===== src/hw/rtl/bsa_pkg.sv =====
// shared types, codes and defaults for the banker's safety allocator
`timescale 1ns / 1ps

package bsa_pkg;

	localparam int DEF_MAX_PROCESSES = 16;
	localparam int DEF_AMOUNT_WIDTH  = 8;
	localparam int KINDS             = 3;
	localparam int OPCODE_WIDTH      = 2;
	localparam int STATUS_WIDTH      = 3;

	typedef enum logic [OPCODE_WIDTH-1:0] {
		OP_LOAD    = 2'd0,
		OP_AVAIL   = 2'd1,
		OP_REQUEST = 2'd2,
		OP_CHECK   = 2'd3
	} opcode_t;

	typedef enum logic [STATUS_WIDTH-1:0] {
		ST_OK     = 3'd0,
		ST_NEED   = 3'd1,
		ST_AVAIL  = 3'd2,
		ST_UNSAFE = 3'd3,
		ST_BADROW = 3'd4
	} status_t;

	// controller to datapath
	typedef struct packed {
		logic capture;
		logic load_row;
		logic set_avail;
		logic req_eval;
		logic chk_init;
		logic scan;
		logic rollback;
		logic out_load;
	} dp_cmd_t;

	// datapath to controller
	typedef struct packed {
		opcode_t opcode;
		logic    req_ok;
		logic    scan_stop;
		logic    scan_safe;
	} dp_stat_t;

endpackage


===== src/hw/rtl/bsa_if.sv =====
// valid/ready channel interfaces for items and results
`timescale 1ns / 1ps

interface bsa_in_if #(
	parameter int ID_WIDTH     = 4,
	parameter int AMOUNT_WIDTH = bsa_pkg::DEF_AMOUNT_WIDTH
);
	logic                               valid;
	logic                               ready;
	logic [bsa_pkg::OPCODE_WIDTH-1:0]   opcode;
	logic [ID_WIDTH-1:0]                process_id;
	logic [AMOUNT_WIDTH-1:0]            amount_a;
	logic [AMOUNT_WIDTH-1:0]            amount_b;
	logic [AMOUNT_WIDTH-1:0]            amount_c;
	logic [AMOUNT_WIDTH-1:0]            max_a;
	logic [AMOUNT_WIDTH-1:0]            max_b;
	logic [AMOUNT_WIDTH-1:0]            max_c;

	modport source (
		output valid, opcode, process_id, amount_a, amount_b, amount_c, max_a, max_b, max_c,
		input  ready
	);
	modport sink (
		input  valid, opcode, process_id, amount_a, amount_b, amount_c, max_a, max_b, max_c,
		output ready
	);
endinterface

interface bsa_out_if;
	logic                               valid;
	logic                               ready;
	logic [bsa_pkg::STATUS_WIDTH-1:0]   status;
	logic                               granted;

	modport source (output valid, status, granted, input ready);
	modport sink (input valid, status, granted, output ready);
endinterface


===== src/hw/rtl/bsa_ctrl.sv =====
// sequencing state machine for the banker's safety allocator
`timescale 1ns / 1ps

module bsa_ctrl (
	input  logic              clk,
	input  logic              arst_n,
	input  logic              in_valid,
	output logic              in_ready,
	output logic              out_valid,
	input  logic              out_ready,
	output bsa_pkg::dp_cmd_t  cmd,
	input  bsa_pkg::dp_stat_t stat
);
	import bsa_pkg::*;

	typedef enum logic [2:0] {
		S_IDLE,
		S_DECODE,
		S_CHK_INIT,
		S_SCAN,
		S_ROLLBACK,
		S_POST
	} state_t;

	state_t state_q;
	logic   out_valid_q;
	logic   out_free;

	assign in_ready  = (state_q == S_IDLE);
	assign out_valid = out_valid_q;
	assign out_free  = !out_valid_q || out_ready;

	always_comb begin
		cmd = '0;
		unique case (state_q)
			S_IDLE:     cmd.capture = in_valid;
			S_DECODE: begin
				unique case (stat.opcode)
					OP_LOAD:    cmd.load_row  = 1'b1;
					OP_AVAIL:   cmd.set_avail = 1'b1;
					OP_REQUEST: cmd.req_eval  = 1'b1;
					OP_CHECK:   cmd.req_eval  = 1'b0;
				endcase
			end
			S_CHK_INIT: cmd.chk_init = 1'b1;
			S_SCAN:     cmd.scan     = 1'b1;
			S_ROLLBACK: cmd.rollback = 1'b1;
			S_POST:     cmd.out_load = out_free;
			default:    cmd = '0;
		endcase
	end

	always_ff @(posedge clk or negedge arst_n) begin
		if (!arst_n) begin
			state_q     <= S_IDLE;
			out_valid_q <= 1'b0;
		end else begin
			if (state_q == S_POST && out_free) begin
				out_valid_q <= 1'b1;
			end else if (out_valid_q && out_ready) begin
				out_valid_q <= 1'b0;
			end
			unique case (state_q)
				S_IDLE: begin
					if (in_valid) begin
						state_q <= S_DECODE;
					end
				end
				S_DECODE: begin
					unique case (stat.opcode)
						OP_LOAD:    state_q <= S_POST;
						OP_AVAIL:   state_q <= S_POST;
						OP_REQUEST: state_q <= stat.req_ok ? S_CHK_INIT : S_POST;
						OP_CHECK:   state_q <= S_CHK_INIT;
					endcase
				end
				S_CHK_INIT: state_q <= S_SCAN;
				S_SCAN: begin
					if (stat.scan_stop) begin
						// an unsafe tentative grant has to be undone
						if (stat.opcode == OP_REQUEST && !stat.scan_safe) begin
							state_q <= S_ROLLBACK;
						end else begin
							state_q <= S_POST;
						end
					end
				end
				S_ROLLBACK: state_q <= S_POST;
				S_POST: begin
					if (out_free) begin
						state_q <= S_IDLE;
					end
				end
				default: state_q <= S_IDLE;
			endcase
		end
	end

endmodule


===== src/hw/rtl/bsa_datapath.sv =====
// row memory, available and work vectors, safety scan and result registers
`timescale 1ns / 1ps

module bsa_datapath #(
	parameter int MAX_PROCESSES = bsa_pkg::DEF_MAX_PROCESSES,
	parameter int AMOUNT_WIDTH  = bsa_pkg::DEF_AMOUNT_WIDTH,
	parameter int ID_WIDTH      = $clog2(MAX_PROCESSES),
	parameter int COUNT_WIDTH   = $clog2(MAX_PROCESSES + 1)
) (
	input  logic                             clk,
	input  logic                             arst_n,
	input  logic                             cfg_we,
	input  logic [COUNT_WIDTH-1:0]           cfg_data,
	input  logic [bsa_pkg::OPCODE_WIDTH-1:0] opcode,
	input  logic [ID_WIDTH-1:0]              process_id,
	input  logic [AMOUNT_WIDTH-1:0]          amount_a,
	input  logic [AMOUNT_WIDTH-1:0]          amount_b,
	input  logic [AMOUNT_WIDTH-1:0]          amount_c,
	input  logic [AMOUNT_WIDTH-1:0]          max_a,
	input  logic [AMOUNT_WIDTH-1:0]          max_b,
	input  logic [AMOUNT_WIDTH-1:0]          max_c,
	input  bsa_pkg::dp_cmd_t                 cmd,
	output bsa_pkg::dp_stat_t                stat,
	output logic [bsa_pkg::STATUS_WIDTH-1:0] status,
	output logic                             granted
);
	import bsa_pkg::*;

	typedef logic [KINDS-1:0][AMOUNT_WIDTH-1:0] vec_t;

	typedef struct packed {
		vec_t alloc;
		vec_t need;
	} row_t;

	typedef struct packed {
		opcode_t               opcode;
		logic [ID_WIDTH-1:0]   pid;
		vec_t                  amt;
		vec_t                  mx;
	} item_t;

	row_t mem [MAX_PROCESSES];

	item_t                   item_q;
	vec_t                    avail_q;
	vec_t                    work_q;
	vec_t                    work_nxt;
	row_t                    rd_row_q;
	row_t                    orig_q;
	row_t                    wr_row;
	logic                    wr_en;
	logic [ID_WIDTH-1:0]     rd_addr;
	logic [ID_WIDTH-1:0]     scan_row_q;
	logic [ID_WIDTH-1:0]     eval_row_s1;
	logic                    eval_vld_s1;
	logic [ID_WIDTH-1:0]     pass_q;
	logic [MAX_PROCESSES-1:0] done_q;
	logic [COUNT_WIDTH-1:0]  count_q;
	logic [COUNT_WIDTH-1:0]  eff_n;
	logic [COUNT_WIDTH-1:0]  last_idx;
	logic [COUNT_WIDTH-1:0]  finished_q;
	logic [COUNT_WIDTH-1:0]  finished_nxt;
	logic                    progress_q;
	status_t                 res_status_q;
	logic                    res_granted_q;
	status_t                 out_status_q;
	logic                    out_granted_q;

	logic load_bad;
	logic req_bad;
	logic over_need;
	logic over_avail;
	logic req_ok;
	logic fits;
	logic scan_last;
	logic pass_end;
	logic all_done;
	logic progress_nxt;
	logic scan_stop;

	// rows taking part: zero counts as one, clamp at the table depth
	always_comb begin
		if (count_q == '0) begin
			eff_n = COUNT_WIDTH'(1);
		end else if (count_q > COUNT_WIDTH'(MAX_PROCESSES)) begin
			eff_n = COUNT_WIDTH'(MAX_PROCESSES);
		end else begin
			eff_n = count_q;
		end
	end
	assign last_idx = eff_n - COUNT_WIDTH'(1);

	always_comb begin
		load_bad   = COUNT_WIDTH'(item_q.pid) >= COUNT_WIDTH'(MAX_PROCESSES);
		req_bad    = COUNT_WIDTH'(item_q.pid) >= eff_n;
		over_need  = 1'b0;
		over_avail = 1'b0;
		for (int k = 0; k < KINDS; k++) begin
			if (item_q.mx[k] < item_q.amt[k]) load_bad = 1'b1;
			if (item_q.amt[k] > rd_row_q.need[k]) over_need = 1'b1;
			if (item_q.amt[k] > avail_q[k]) over_avail = 1'b1;
		end
		req_ok = !req_bad && !over_need && !over_avail;
	end

	// scan evaluation of the row read in the previous cycle
	always_comb begin
		logic [AMOUNT_WIDTH:0] sum;
		fits = eval_vld_s1 && !done_q[eval_row_s1];
		for (int k = 0; k < KINDS; k++) begin
			if (rd_row_q.need[k] > work_q[k]) fits = 1'b0;
			sum = {1'b0, work_q[k]} + {1'b0, rd_row_q.alloc[k]};
			work_nxt[k] = sum[AMOUNT_WIDTH] ? {AMOUNT_WIDTH{1'b1}} : sum[AMOUNT_WIDTH-1:0];
		end
	end

	assign finished_nxt = finished_q + COUNT_WIDTH'(fits);
	assign scan_last    = COUNT_WIDTH'(scan_row_q) == last_idx;
	assign pass_end     = eval_vld_s1 && (COUNT_WIDTH'(eval_row_s1) == last_idx);
	assign all_done     = finished_nxt == eff_n;
	assign progress_nxt = progress_q || fits;
	// a pass without progress can never make any later
	assign scan_stop    = pass_end && (all_done || !progress_nxt ||
		COUNT_WIDTH'(pass_q) == last_idx);

	assign stat.opcode    = item_q.opcode;
	assign stat.req_ok    = req_ok;
	assign stat.scan_stop = scan_stop;
	assign stat.scan_safe = all_done;

	assign rd_addr = cmd.capture ? process_id : scan_row_q;

	always_comb begin
		wr_en  = 1'b0;
		wr_row = orig_q;
		if (cmd.load_row) begin
			wr_en = !load_bad;
			for (int k = 0; k < KINDS; k++) begin
				wr_row.alloc[k] = item_q.amt[k];
				wr_row.need[k]  = item_q.mx[k] - item_q.amt[k];
			end
		end else if (cmd.req_eval) begin
			wr_en = req_ok;
			for (int k = 0; k < KINDS; k++) begin
				wr_row.alloc[k] = rd_row_q.alloc[k] + item_q.amt[k];
				wr_row.need[k]  = rd_row_q.need[k] - item_q.amt[k];
			end
		end else if (cmd.rollback) begin
			wr_en = 1'b1;
		end
	end

	always_ff @(posedge clk) begin
		if (wr_en) begin
			mem[item_q.pid] <= wr_row;
		end
		rd_row_q <= mem[rd_addr];
	end

	always_ff @(posedge clk or negedge arst_n) begin
		if (!arst_n) begin
			count_q     <= COUNT_WIDTH'(1);
			avail_q     <= '0;
			eval_vld_s1 <= 1'b0;
			scan_row_q  <= '0;
			pass_q      <= '0;
			done_q      <= '0;
			finished_q  <= '0;
			progress_q  <= 1'b0;
		end else begin
			if (cfg_we) begin
				count_q <= cfg_data;
			end
			if (cmd.set_avail) begin
				avail_q <= item_q.amt;
			end else if (cmd.req_eval && req_ok) begin
				for (int k = 0; k < KINDS; k++) begin
					avail_q[k] <= avail_q[k] - item_q.amt[k];
				end
			end else if (cmd.rollback) begin
				for (int k = 0; k < KINDS; k++) begin
					avail_q[k] <= avail_q[k] + item_q.amt[k];
				end
			end

			if (cmd.chk_init) begin
				eval_vld_s1 <= 1'b0;
				scan_row_q  <= '0;
				pass_q      <= '0;
				done_q      <= '0;
				finished_q  <= '0;
				progress_q  <= 1'b0;
			end else begin
				if (cmd.scan) begin
					scan_row_q  <= scan_last ? '0 : scan_row_q + ID_WIDTH'(1);
					eval_vld_s1 <= !scan_stop;
				end else begin
					eval_vld_s1 <= 1'b0;
				end
				if (fits) begin
					done_q[eval_row_s1] <= 1'b1;
					finished_q          <= finished_nxt;
				end
				if (pass_end) begin
					pass_q     <= pass_q + ID_WIDTH'(1);
					progress_q <= 1'b0;
				end else if (fits) begin
					progress_q <= 1'b1;
				end
			end
		end
	end

	always_ff @(posedge clk) begin
		if (cmd.capture) begin
			item_q.opcode <= opcode_t'(opcode);
			item_q.pid    <= process_id;
			item_q.amt    <= {amount_c, amount_b, amount_a};
			item_q.mx     <= {max_c, max_b, max_a};
		end
		eval_row_s1 <= scan_row_q;
		if (cmd.chk_init) begin
			work_q <= avail_q;
		end else if (fits) begin
			work_q <= work_nxt;
		end
		if (cmd.req_eval) begin
			orig_q <= rd_row_q;
		end

		if (cmd.load_row) begin
			res_status_q  <= load_bad ? ST_BADROW : ST_OK;
			res_granted_q <= 1'b0;
		end else if (cmd.set_avail) begin
			res_status_q  <= ST_OK;
			res_granted_q <= 1'b0;
		end else if (cmd.req_eval) begin
			res_granted_q <= 1'b0;
			priority if (req_bad) begin
				res_status_q <= ST_BADROW;
			end else if (over_need) begin
				res_status_q <= ST_NEED;
			end else if (over_avail) begin
				res_status_q <= ST_AVAIL;
			end else begin
				res_status_q <= ST_OK;
			end
		end else if (cmd.scan && scan_stop) begin
			res_status_q  <= all_done ? ST_OK : ST_UNSAFE;
			res_granted_q <= all_done;
		end

		if (cmd.out_load) begin
			out_status_q  <= res_status_q;
			out_granted_q <= res_granted_q;
		end
	end

	assign status  = out_status_q;
	assign granted = out_granted_q;

endmodule


===== src/hw/rtl/bankers_safety_allocator.sv =====
// top level of the banker's safety allocator
//
//  channel  dir  handshake      payload
//  item     in   valid/ready    opcode, process_id, amount_a..c, max_a..c
//  result   out  valid/ready    status, granted
//  cfg      in   cfg_we         cfg_data = process_count
//
// load row and set available: capture, decode, then post the result
// safety check: capture, decode, scan init and the scan, then post; N = active rows;
//   the scan reads one row of the row memory per cycle in at most N passes;
//   a request that turns out unsafe adds a rollback step before the post
// reset: process_count 1, available zero, row memory is not cleared
// a new item is taken while a result waits; its own result waits until the
//   result register has been transferred
`timescale 1ns / 1ps

module bankers_safety_allocator #(
	parameter int MAX_PROCESSES = bsa_pkg::DEF_MAX_PROCESSES,
	parameter int AMOUNT_WIDTH  = bsa_pkg::DEF_AMOUNT_WIDTH,
	localparam int COUNT_WIDTH  = $clog2(MAX_PROCESSES + 1)
) (
	input  logic                   clk,
	input  logic                   arst_n,
	input  logic                   cfg_we,
	input  logic [COUNT_WIDTH-1:0] cfg_data,
	bsa_in_if.sink                 item,
	bsa_out_if.source              result
);
	import bsa_pkg::*;

	localparam int ID_WIDTH = $clog2(MAX_PROCESSES);

	dp_cmd_t  cmd;
	dp_stat_t stat;

	bsa_ctrl u_ctrl (
		.clk       (clk),
		.arst_n    (arst_n),
		.in_valid  (item.valid),
		.in_ready  (item.ready),
		.out_valid (result.valid),
		.out_ready (result.ready),
		.cmd       (cmd),
		.stat      (stat)
	);

	bsa_datapath #(
		.MAX_PROCESSES (MAX_PROCESSES),
		.AMOUNT_WIDTH  (AMOUNT_WIDTH),
		.ID_WIDTH      (ID_WIDTH),
		.COUNT_WIDTH   (COUNT_WIDTH)
	) u_datapath (
		.clk        (clk),
		.arst_n     (arst_n),
		.cfg_we     (cfg_we),
		.cfg_data   (cfg_data),
		.opcode     (item.opcode),
		.process_id (item.process_id),
		.amount_a   (item.amount_a),
		.amount_b   (item.amount_b),
		.amount_c   (item.amount_c),
		.max_a      (item.max_a),
		.max_b      (item.max_b),
		.max_c      (item.max_c),
		.cmd        (cmd),
		.stat       (stat),
		.status     (result.status),
		.granted    (result.granted)
	);

endmodule


===== src/flat_wrapper.sv =====
// flat-port wrapper written by rule: the top's interface ports become plain ports
module bankers_safety_allocator_flat import bsa_pkg::*;
#(
	parameter int MAX_PROCESSES = bsa_pkg::DEF_MAX_PROCESSES,
	parameter int AMOUNT_WIDTH  = bsa_pkg::DEF_AMOUNT_WIDTH,
	localparam int COUNT_WIDTH  = $clog2(MAX_PROCESSES + 1)
)
  (clk, arst_n, cfg_we, cfg_data, item_valid, item_opcode, item_process_id, item_amount_a, item_amount_b, item_amount_c, item_max_a, item_max_b, item_max_c, item_ready, result_valid, result_status, result_granted, result_ready);
  bsa_in_if #(.ID_WIDTH(($clog2((DEF_MAX_PROCESSES)))), .AMOUNT_WIDTH(AMOUNT_WIDTH)) item_i ();
  bsa_out_if result_i ();
  input  logic clk;
  input  logic arst_n;
  input  logic cfg_we;
  input  logic [COUNT_WIDTH-1:0] cfg_data;
  input wire logic [$bits(item_i.valid)-1:0] item_valid;
  input wire logic [$bits(item_i.opcode)-1:0] item_opcode;
  input wire logic [$bits(item_i.process_id)-1:0] item_process_id;
  input wire logic [$bits(item_i.amount_a)-1:0] item_amount_a;
  input wire logic [$bits(item_i.amount_b)-1:0] item_amount_b;
  input wire logic [$bits(item_i.amount_c)-1:0] item_amount_c;
  input wire logic [$bits(item_i.max_a)-1:0] item_max_a;
  input wire logic [$bits(item_i.max_b)-1:0] item_max_b;
  input wire logic [$bits(item_i.max_c)-1:0] item_max_c;
  output wire logic [$bits(item_i.ready)-1:0] item_ready;
  output wire logic [$bits(result_i.valid)-1:0] result_valid;
  output wire logic [$bits(result_i.status)-1:0] result_status;
  output wire logic [$bits(result_i.granted)-1:0] result_granted;
  input wire logic [$bits(result_i.ready)-1:0] result_ready;
  assign item_i.valid = item_valid;
  assign item_i.opcode = item_opcode;
  assign item_i.process_id = item_process_id;
  assign item_i.amount_a = item_amount_a;
  assign item_i.amount_b = item_amount_b;
  assign item_i.amount_c = item_amount_c;
  assign item_i.max_a = item_max_a;
  assign item_i.max_b = item_max_b;
  assign item_i.max_c = item_max_c;
  assign item_ready = item_i.ready;
  assign result_valid = result_i.valid;
  assign result_status = result_i.status;
  assign result_granted = result_i.granted;
  assign result_i.ready = result_ready;
  bankers_safety_allocator #(.MAX_PROCESSES(MAX_PROCESSES), .AMOUNT_WIDTH(AMOUNT_WIDTH)) u_core (.clk(clk), .arst_n(arst_n), .cfg_we(cfg_we), .cfg_data(cfg_data), .item(item_i), .result(result_i));
endmodule

===== config.mk =====
export PLATFORM = sky130hd
export DESIGN_NAME = bankers_safety_allocator_flat
export DESIGN_NICKNAME = d
export VERILOG_FILES = /design/src/hw/rtl/bsa_pkg.sv /design/src/hw/rtl/bsa_if.sv /design/src/hw/rtl/bsa_ctrl.sv /design/src/hw/rtl/bsa_datapath.sv /design/src/hw/rtl/bankers_safety_allocator.sv /design/src/flat_wrapper.sv
export SDC_FILE = /design/constraint.sdc
export NUM_CORES = 2
export LEC_CHECK = 0
export BUFFER_PORTS_ARGS = -buffer_cell sky130_fd_sc_hd__clkbuf_2
export CAP_MARGIN = 30
export CORE_MARGIN = 1
export CORE_UTILIZATION = 55
export CTS_CLUSTER_SIZE = 8
export DETAILED_ROUTE_END_ITERATION = 8
export PLACE_DENSITY_LB_ADDON = 0.2
export SLEW_MARGIN = 20
export SYNTH_ARGS = -nofsm -noshare
export SYNTH_HDL_FRONTEND = slang
export SYNTH_SLANG_ARGS = --single-unit
export TNS_END_PERCENT = 5

===== constraint.sdc =====
create_clock -name clk -period 17.4 [get_ports clk]
set_input_delay 3.48 -clock clk [delete_from_list [all_inputs] [get_ports clk]]
set_output_delay 3.48 -clock clk [all_outputs]
set_load 0.03 [all_outputs]

# Yosys cells after proc, flatten, opt, wreduce, memory -nomap -nowiden
# Memories as Yosys holds them, arrays and structs flattened. A register that Yosys moved wholly into a read port is not among the register bits.
# Index checks and enable logic that the tools add are counted.
# op_classes
eq_ne,15
n_addsub,22
bitwise,1
reduce_logical,37
muxes,75
n_lt_le_gt_ge,16
# op_table
operator,count
2-to-1 mux 24 bit,5
2-to-1 mux 48 bit,2
> comparator 8 bit,9
subtractor 8 bit,9
adder 8 bit,6
2-to-1 mux 1 bit,35
2-to-1 mux 3 bit,11
2-to-1 mux 16 bit,2
adder 8 x 8 -> 9 bit,3
< comparator 8 bit,3
2-to-1 mux 4 bit,6
2-to-1 mux 8 bit,3
2-to-1 mux 5 bit,4
one-hot mux 3 bit (6 select lines),1
OR 16 bit,1
equality test 4 x 5 -> 1 bit,3
logical AND 1 bit,11
logical NOT 1 bit,9
one-hot mux 3 bit (3 select lines),1
adder 4 x 1 -> 4 bit (second input constant),2
nonzero test 2 bit,4
equality test 3 x 2 -> 1 bit (second input constant),2
equality test 3 bit (second input constant),2
2-to-1 mux 2 bit,3
22 further kinds,29
# word_totals
word_cells,201
input_bits,64
regBits,202
ram_bits,768
memories,1
output_inout_bits,6
# memory_table
name,words,width,read_ports,rd_clocked_by_memory_dff,write_ports,line,source
u_core.u_datapath.mem,16,48,1,1,1,bsa_datapath.sv:43,row_t mem [MAX_PROCESSES];

# Logic depth before layout (Yosys ltp)
# depth
ltp_word,17
ltp_mapped,18
depth_no_buf,18

# Cells and area by module
# A second synthesis with hierarchy kept.
# unflattened
cells_unflattened,2854
area_unflattened_um2,44920.6
# by_module_without_submodules
module,cells_per_inst,seq_area_each_um2,area_each_um2,instances
bsa_datapath,2818,29619.7,44622.8,1
bsa_ctrl,36,100.1,297.8,1

# Worst setup path after synthesis
# OpenSTA, ideal clock, no wires.
# synth_path
path_type,register to register
startpoint,register u_core.u_datapath.item_q[32] (netlist name)
endpoint,memory u_core.u_datapath.mem[3][0] (netlist name) (enable)
path_buffers,1
stages_incl_launch_ff,12
setup_time_ns,0.573
required_time_ns,16.827
period_less_slack_ns,7.898
path_slack_ns,9.502
t_arrival_ns,7.325
cell_sequence,edfxtp_1 > ha_1 > fa_1 > nand3b_1 > a311oi_1 > o41ai_1 > a211o_1 > nor2_1 > nor3_1 > o21bai_1 > buf_2 > nor4_1
# synth_between
elab_chain_len,10
elab_cells_between_ends,18
classes_between,order compare: 3; mux: 10; reduce/logical: 5
# synth_rtl
item,line,source
"start, declared",bsa_datapath.sv:45,item_t item_q;
> comparator 8 bit,bsa_datapath.sv:101,if (item_q.amt[k] > rd_row_q.need[k]) over_need = 1'b1;
2-to-1 mux 1 bit (2 in a row),bsa_datapath.sv:101,
logical NOT 1 bit,bsa_datapath.sv:104,req_ok = !req_bad && !over_need && !over_avail;
logical AND 1 bit (2 in a row),bsa_datapath.sv:104,
2-to-1 mux 1 bit,bsa_datapath.sv:143,end else if (cmd.req_eval) begin
2-to-1 mux 1 bit (*),bsa_datapath.sv:137,if (cmd.load_row) begin
2-to-1 mux 1 bit (*),bsa_datapath.sv:155,if (wr_en) begin
2-to-1 mux 1 bit (not written as such) (*),bsa_datapath.sv:156,mem[item_q.pid] <= wr_row;
"end, declared",bsa_datapath.sv:43,
# Every way passes the cells marked *; elsewhere a longest branch is shown, timed or not.

# Worst setup path in the final report
# layout_path
startpoint,input port item_valid
endpoint,"register, netlist name u_core.u_datapath.rd_row_q[43]"
# layout_between
elab_chain_len,2
# layout_rtl
item,line,source
"start, declared",flat_wrapper.sv:15,input wire logic [$bits(item_i.valid)-1:0] item_valid;
2-to-1 mux 1 bit,bsa_ctrl.sv:35,unique case (state_q)
2-to-1 mux 4 bit,bsa_datapath.sv:132,assign rd_addr = cmd.capture ? process_id : scan_row_q;
# No other way between the ends.
# A chain may end at the register's enable or synchronous reset.

==> results.ini <==
[layout]
nets = 3268
layout.area.seq_um2 = 29700
multi_input_area_um2 = 14200
area_delta_synth_final_pct = 14.3
diodes = 0
n_fill_cell = 5594
drive_above_1_share_pct = 18.6

[synth]
synthAdderAreaFrac_pct = 5.58
synth_ff_type = edfxtp_1
ys_seq_area_share_pct = 66.3
syn_area_per_cell_um2 = 15.8
syn_inst = 2830
synth_seq_cells = 1018
yosys.area.top_type = edfxtp_1
yosys_warnings = 0
synth_most_common_cell = edfxtp_1
synth_edf_count = 901
synthSimpleGateAreaFrac_pct = 5.75
synth.area.top_cells = edfxtp_1 60%, mux4_2 9.9%, ha_1 4.8%
synth_top_family_by_area = multiplexers
synth_nets = 3083
synth.area.mux_share_pct = 10.2
synth_compound_area_share_pct = 8.24
synth_area_um2 = 44800
synth_top_area_share_pct = 60.4
synth_xor_xnor_area_share_pct = 1.47
async_flop_share_pct = 6.29
synthDistinctLibCells = 73
netlist_top_cells_count = 901 x edfxtp_1, 197 x mux4_2, 190 x nand2_1

[detailed_routing]
viasPerCell = 6.35
drtIter0Drc = 3019
drcViolationCount = 0
drt.antenna.violating_nets = 0
dr.pass1.iters = 6
vias = 26500
routed_wirelength_um = 115000
wire_per_inst_um = 27.5

[global_route]
grt_antenna_before_repair = 3
grt_pass1_vias = 27100
grt_max_degree = 134
grt_usage_pct = 28.5
grt_pass1_wl_um = 170000
gr-total-overflow = 0

[power]
p_sw_share_pct = 32.8
power-per-cell-area_nw_per_um2 = 171
p_seq_share_pct = 39.2
power_leakage_uw = 0.0182
internal_power_uw = 5890
power_frac_comb_pct = 30.9
ir_worst_vdd_v = 0.000101
pwr-share-clk_pct = 30.0
power_switching_uw = 2870

[sta]
fin_crit_ps = 6260
fin_skew_ps = 45.4
relSlewSlack_pct = 30.8
tns_ps = 0
finalSetupViolations = 0
worst_pin_slew_ps = 1040
clock.fmax_mhz = 160
holdWs_ps = 424
hold_violations = 0
fin_crit_sh_pct = 36.0
rsz0062_at_grt = false
slew_violations = 0

[clocking]
hold_buffers = 0
cts_max_path_buffers = 3
cts_tree = yes
clock_sinks = 1018
insertion_delay_ps = 740
cts_buffers = 145
cts-htree-levels = 4
cts_setup_buffers = 0
ctsRootBufferMaster = clkbuf_16
cts_resized = 0
clkSlewWorstSetupHoldPaths_ps = 50

[floorplanning]
die_y_um = 287
die_x_um = 287
start_util_pct = 55.6
dieArea_um2 = 82600
rows = 104
io_pins = 70
core_um2 = 80500

[critical_path]
path_class = in -> reg
startpoint_type = input port
crit_chain = clkbuf_2, and2_4, mux2i_4, buf_4, buf_12, buf_12, mux4_2, and2_1, a211oi_1, a31oi_1
worstPathArrival_ps = 6810
cp_common_cell = buf_12
cp_max_fo = 101
critPathMaxStageDelay_ps = 630
crit_slowest_cell = buf_12
cp-end-kind = register
worst_ep_required_time_ps = 17950

[placement]
place_congestion = 0.928
io_buffers = 69
hpwl_um = 67800

[run_status]
outcome = completed

[worst_hold_path]
min_path_type = reg -> reg

[flow_run]
cap_violations = 0

## layout make-up
| class | instances | share of cell area (%) |
|---|---|---|
| inverter | 128 | 0.939 |
| clock buffer | 235 | 7.75 |
| clock inverter | 16 | 0.675 |
| multi-input combinational | 1562 | 27.8 |
| sequential | 1018 | 58.1 |
| timing repair buffer | 160 | 2.20 |
| tap | 1060 | 2.59 |
## final timing paths
kind	start	end	slack, ps	depth (start not counted)
max in group asynchronous	arst_n	u_core.u_datapath.avail_q[6]	14140	3
worst max register to register	u_core.u_datapath.count_q[4]	u_core.u_datapath.mem[13][17]	11300	15
worst min register to register	u_core.u_datapath.res_status_q[0]	u_core.u_datapath.status[0]	420	0
worst min-delay path	u_core.u_datapath.res_status_q[0]	u_core.u_datapath.status[0]	420	0
min in group asynchronous	arst_n	u_core.u_datapath.done_q[0]	2690	2
worst max-delay path	item_valid	u_core.u_datapath.rd_row_q[43]	11140	10
## worst max-delay path, delay by kind of cell
| kind | cells | cell delay [ps] |
|---|---|---|
| multiplexers | 2 | 890 |
| AO/OA/AOI/OAI | 2 | 280 |
| buffers and inverters | 4 | 1410 |
| AND/OR/NAND/NOR | 2 | 560 |
## state kept, by name, summed over array words and instances, names as in the netlist, 2 cells and up
name                            flops
u_core.u_datapath.orig_q           48
u_core.u_datapath.mem             768
u_core.u_datapath.status            3
u_core.u_datapath.scan_row_q        4
u_core.u_datapath.count_q           5
u_core.u_datapath.finished_q        5
u_core.u_datapath.avail_q          24
u_core.u_datapath.done_q           16
u_core.u_datapath.stat              2
u_core.u_ctrl.state_q               3
u_core.u_datapath.item_q           52
u_core.u_datapath.pass_q            4
u_core.u_datapath.rd_row_q         48
u_core.u_datapath.eval_row_s1       4
u_core.u_datapath.work_q           24
u_core.u_datapath.res_status_q      3
## power by group through the flow
stage          combinational [uW]  clock [uW]  sequential (uW)
2_1_floorplan                1990           0             3340
3_3_place_gp                 2530           0             3460
3_5_place_dp                 2640           0             3470
4_1_cts                      2650        2660             3420
5_1_grt                      2950        2760             3440
6_report                     2700        2620             3430
## metal layers
metal | vias to the layer above | wire [um] | GRT usage (%)
li1 | 11500 | - | -
met1 | 13500 | 47600 | 40.0
met2 | 1305 | 52700 | 43.3
met3 | 242 | 10800 | 6.67
met4 | 4 | 3810 | 11.2
met5 | - | 23 | 0
## cell families (layout without fill, tap and decap cells)
| group | Yosys count | after routing |
|---|---|---|
| muxes | 209 | 209 |
| AOI/OAI and AO/OA | 548 | 548 |
| adders and majority gates | 189 | 189 |
| buffers and inverters | 250 | 539 |
| and+or+nand+nor | 541 | 541 |
| xor gates and xnor gates | 75 | 75 |
| DFF | 1018 | 1018 |
## stage by stage
step           area (um^2)  total power [uW]  cells  utilization, %  setup WS [ps]
3_3_place_gp         46500              5990   3902            57.8          10140
2_1_floorplan        44800              5330   2830               -           9500
4_1_cts              51000              8740   4166            63.3          10860
5_1_grt              51200              9160   4179            63.5          10840
3_5_place_dp         46600              6100   3915            57.9          10130
6_report             51200              8760   4179            63.5          11140
## layout by cell type, fill, tap and decap left out, types with 41 or more instances in the layout
master,Yosys,layout
a211oi_1,85,85
a21oi_1,120,106
a31oi_1,64,60
and2_1,50,49
buf_4,6,75
clkbuf_1,66,90
clkbuf_16,0,145
clkbuf_2,1,68
dfrtp_1,63,63
dfxtp_1,53,53
edfxtp_1,901,901
ha_1,171,171
inv_1,127,126
mux4_2,197,197
nand2_1,190,189
nor2_1,106,105
nor2b_1,41,41
nor3_1,57,45
o21ai_0,84,84
xnor2_1,53,53
Note: power is estimated with default switching activity, not from simulation.
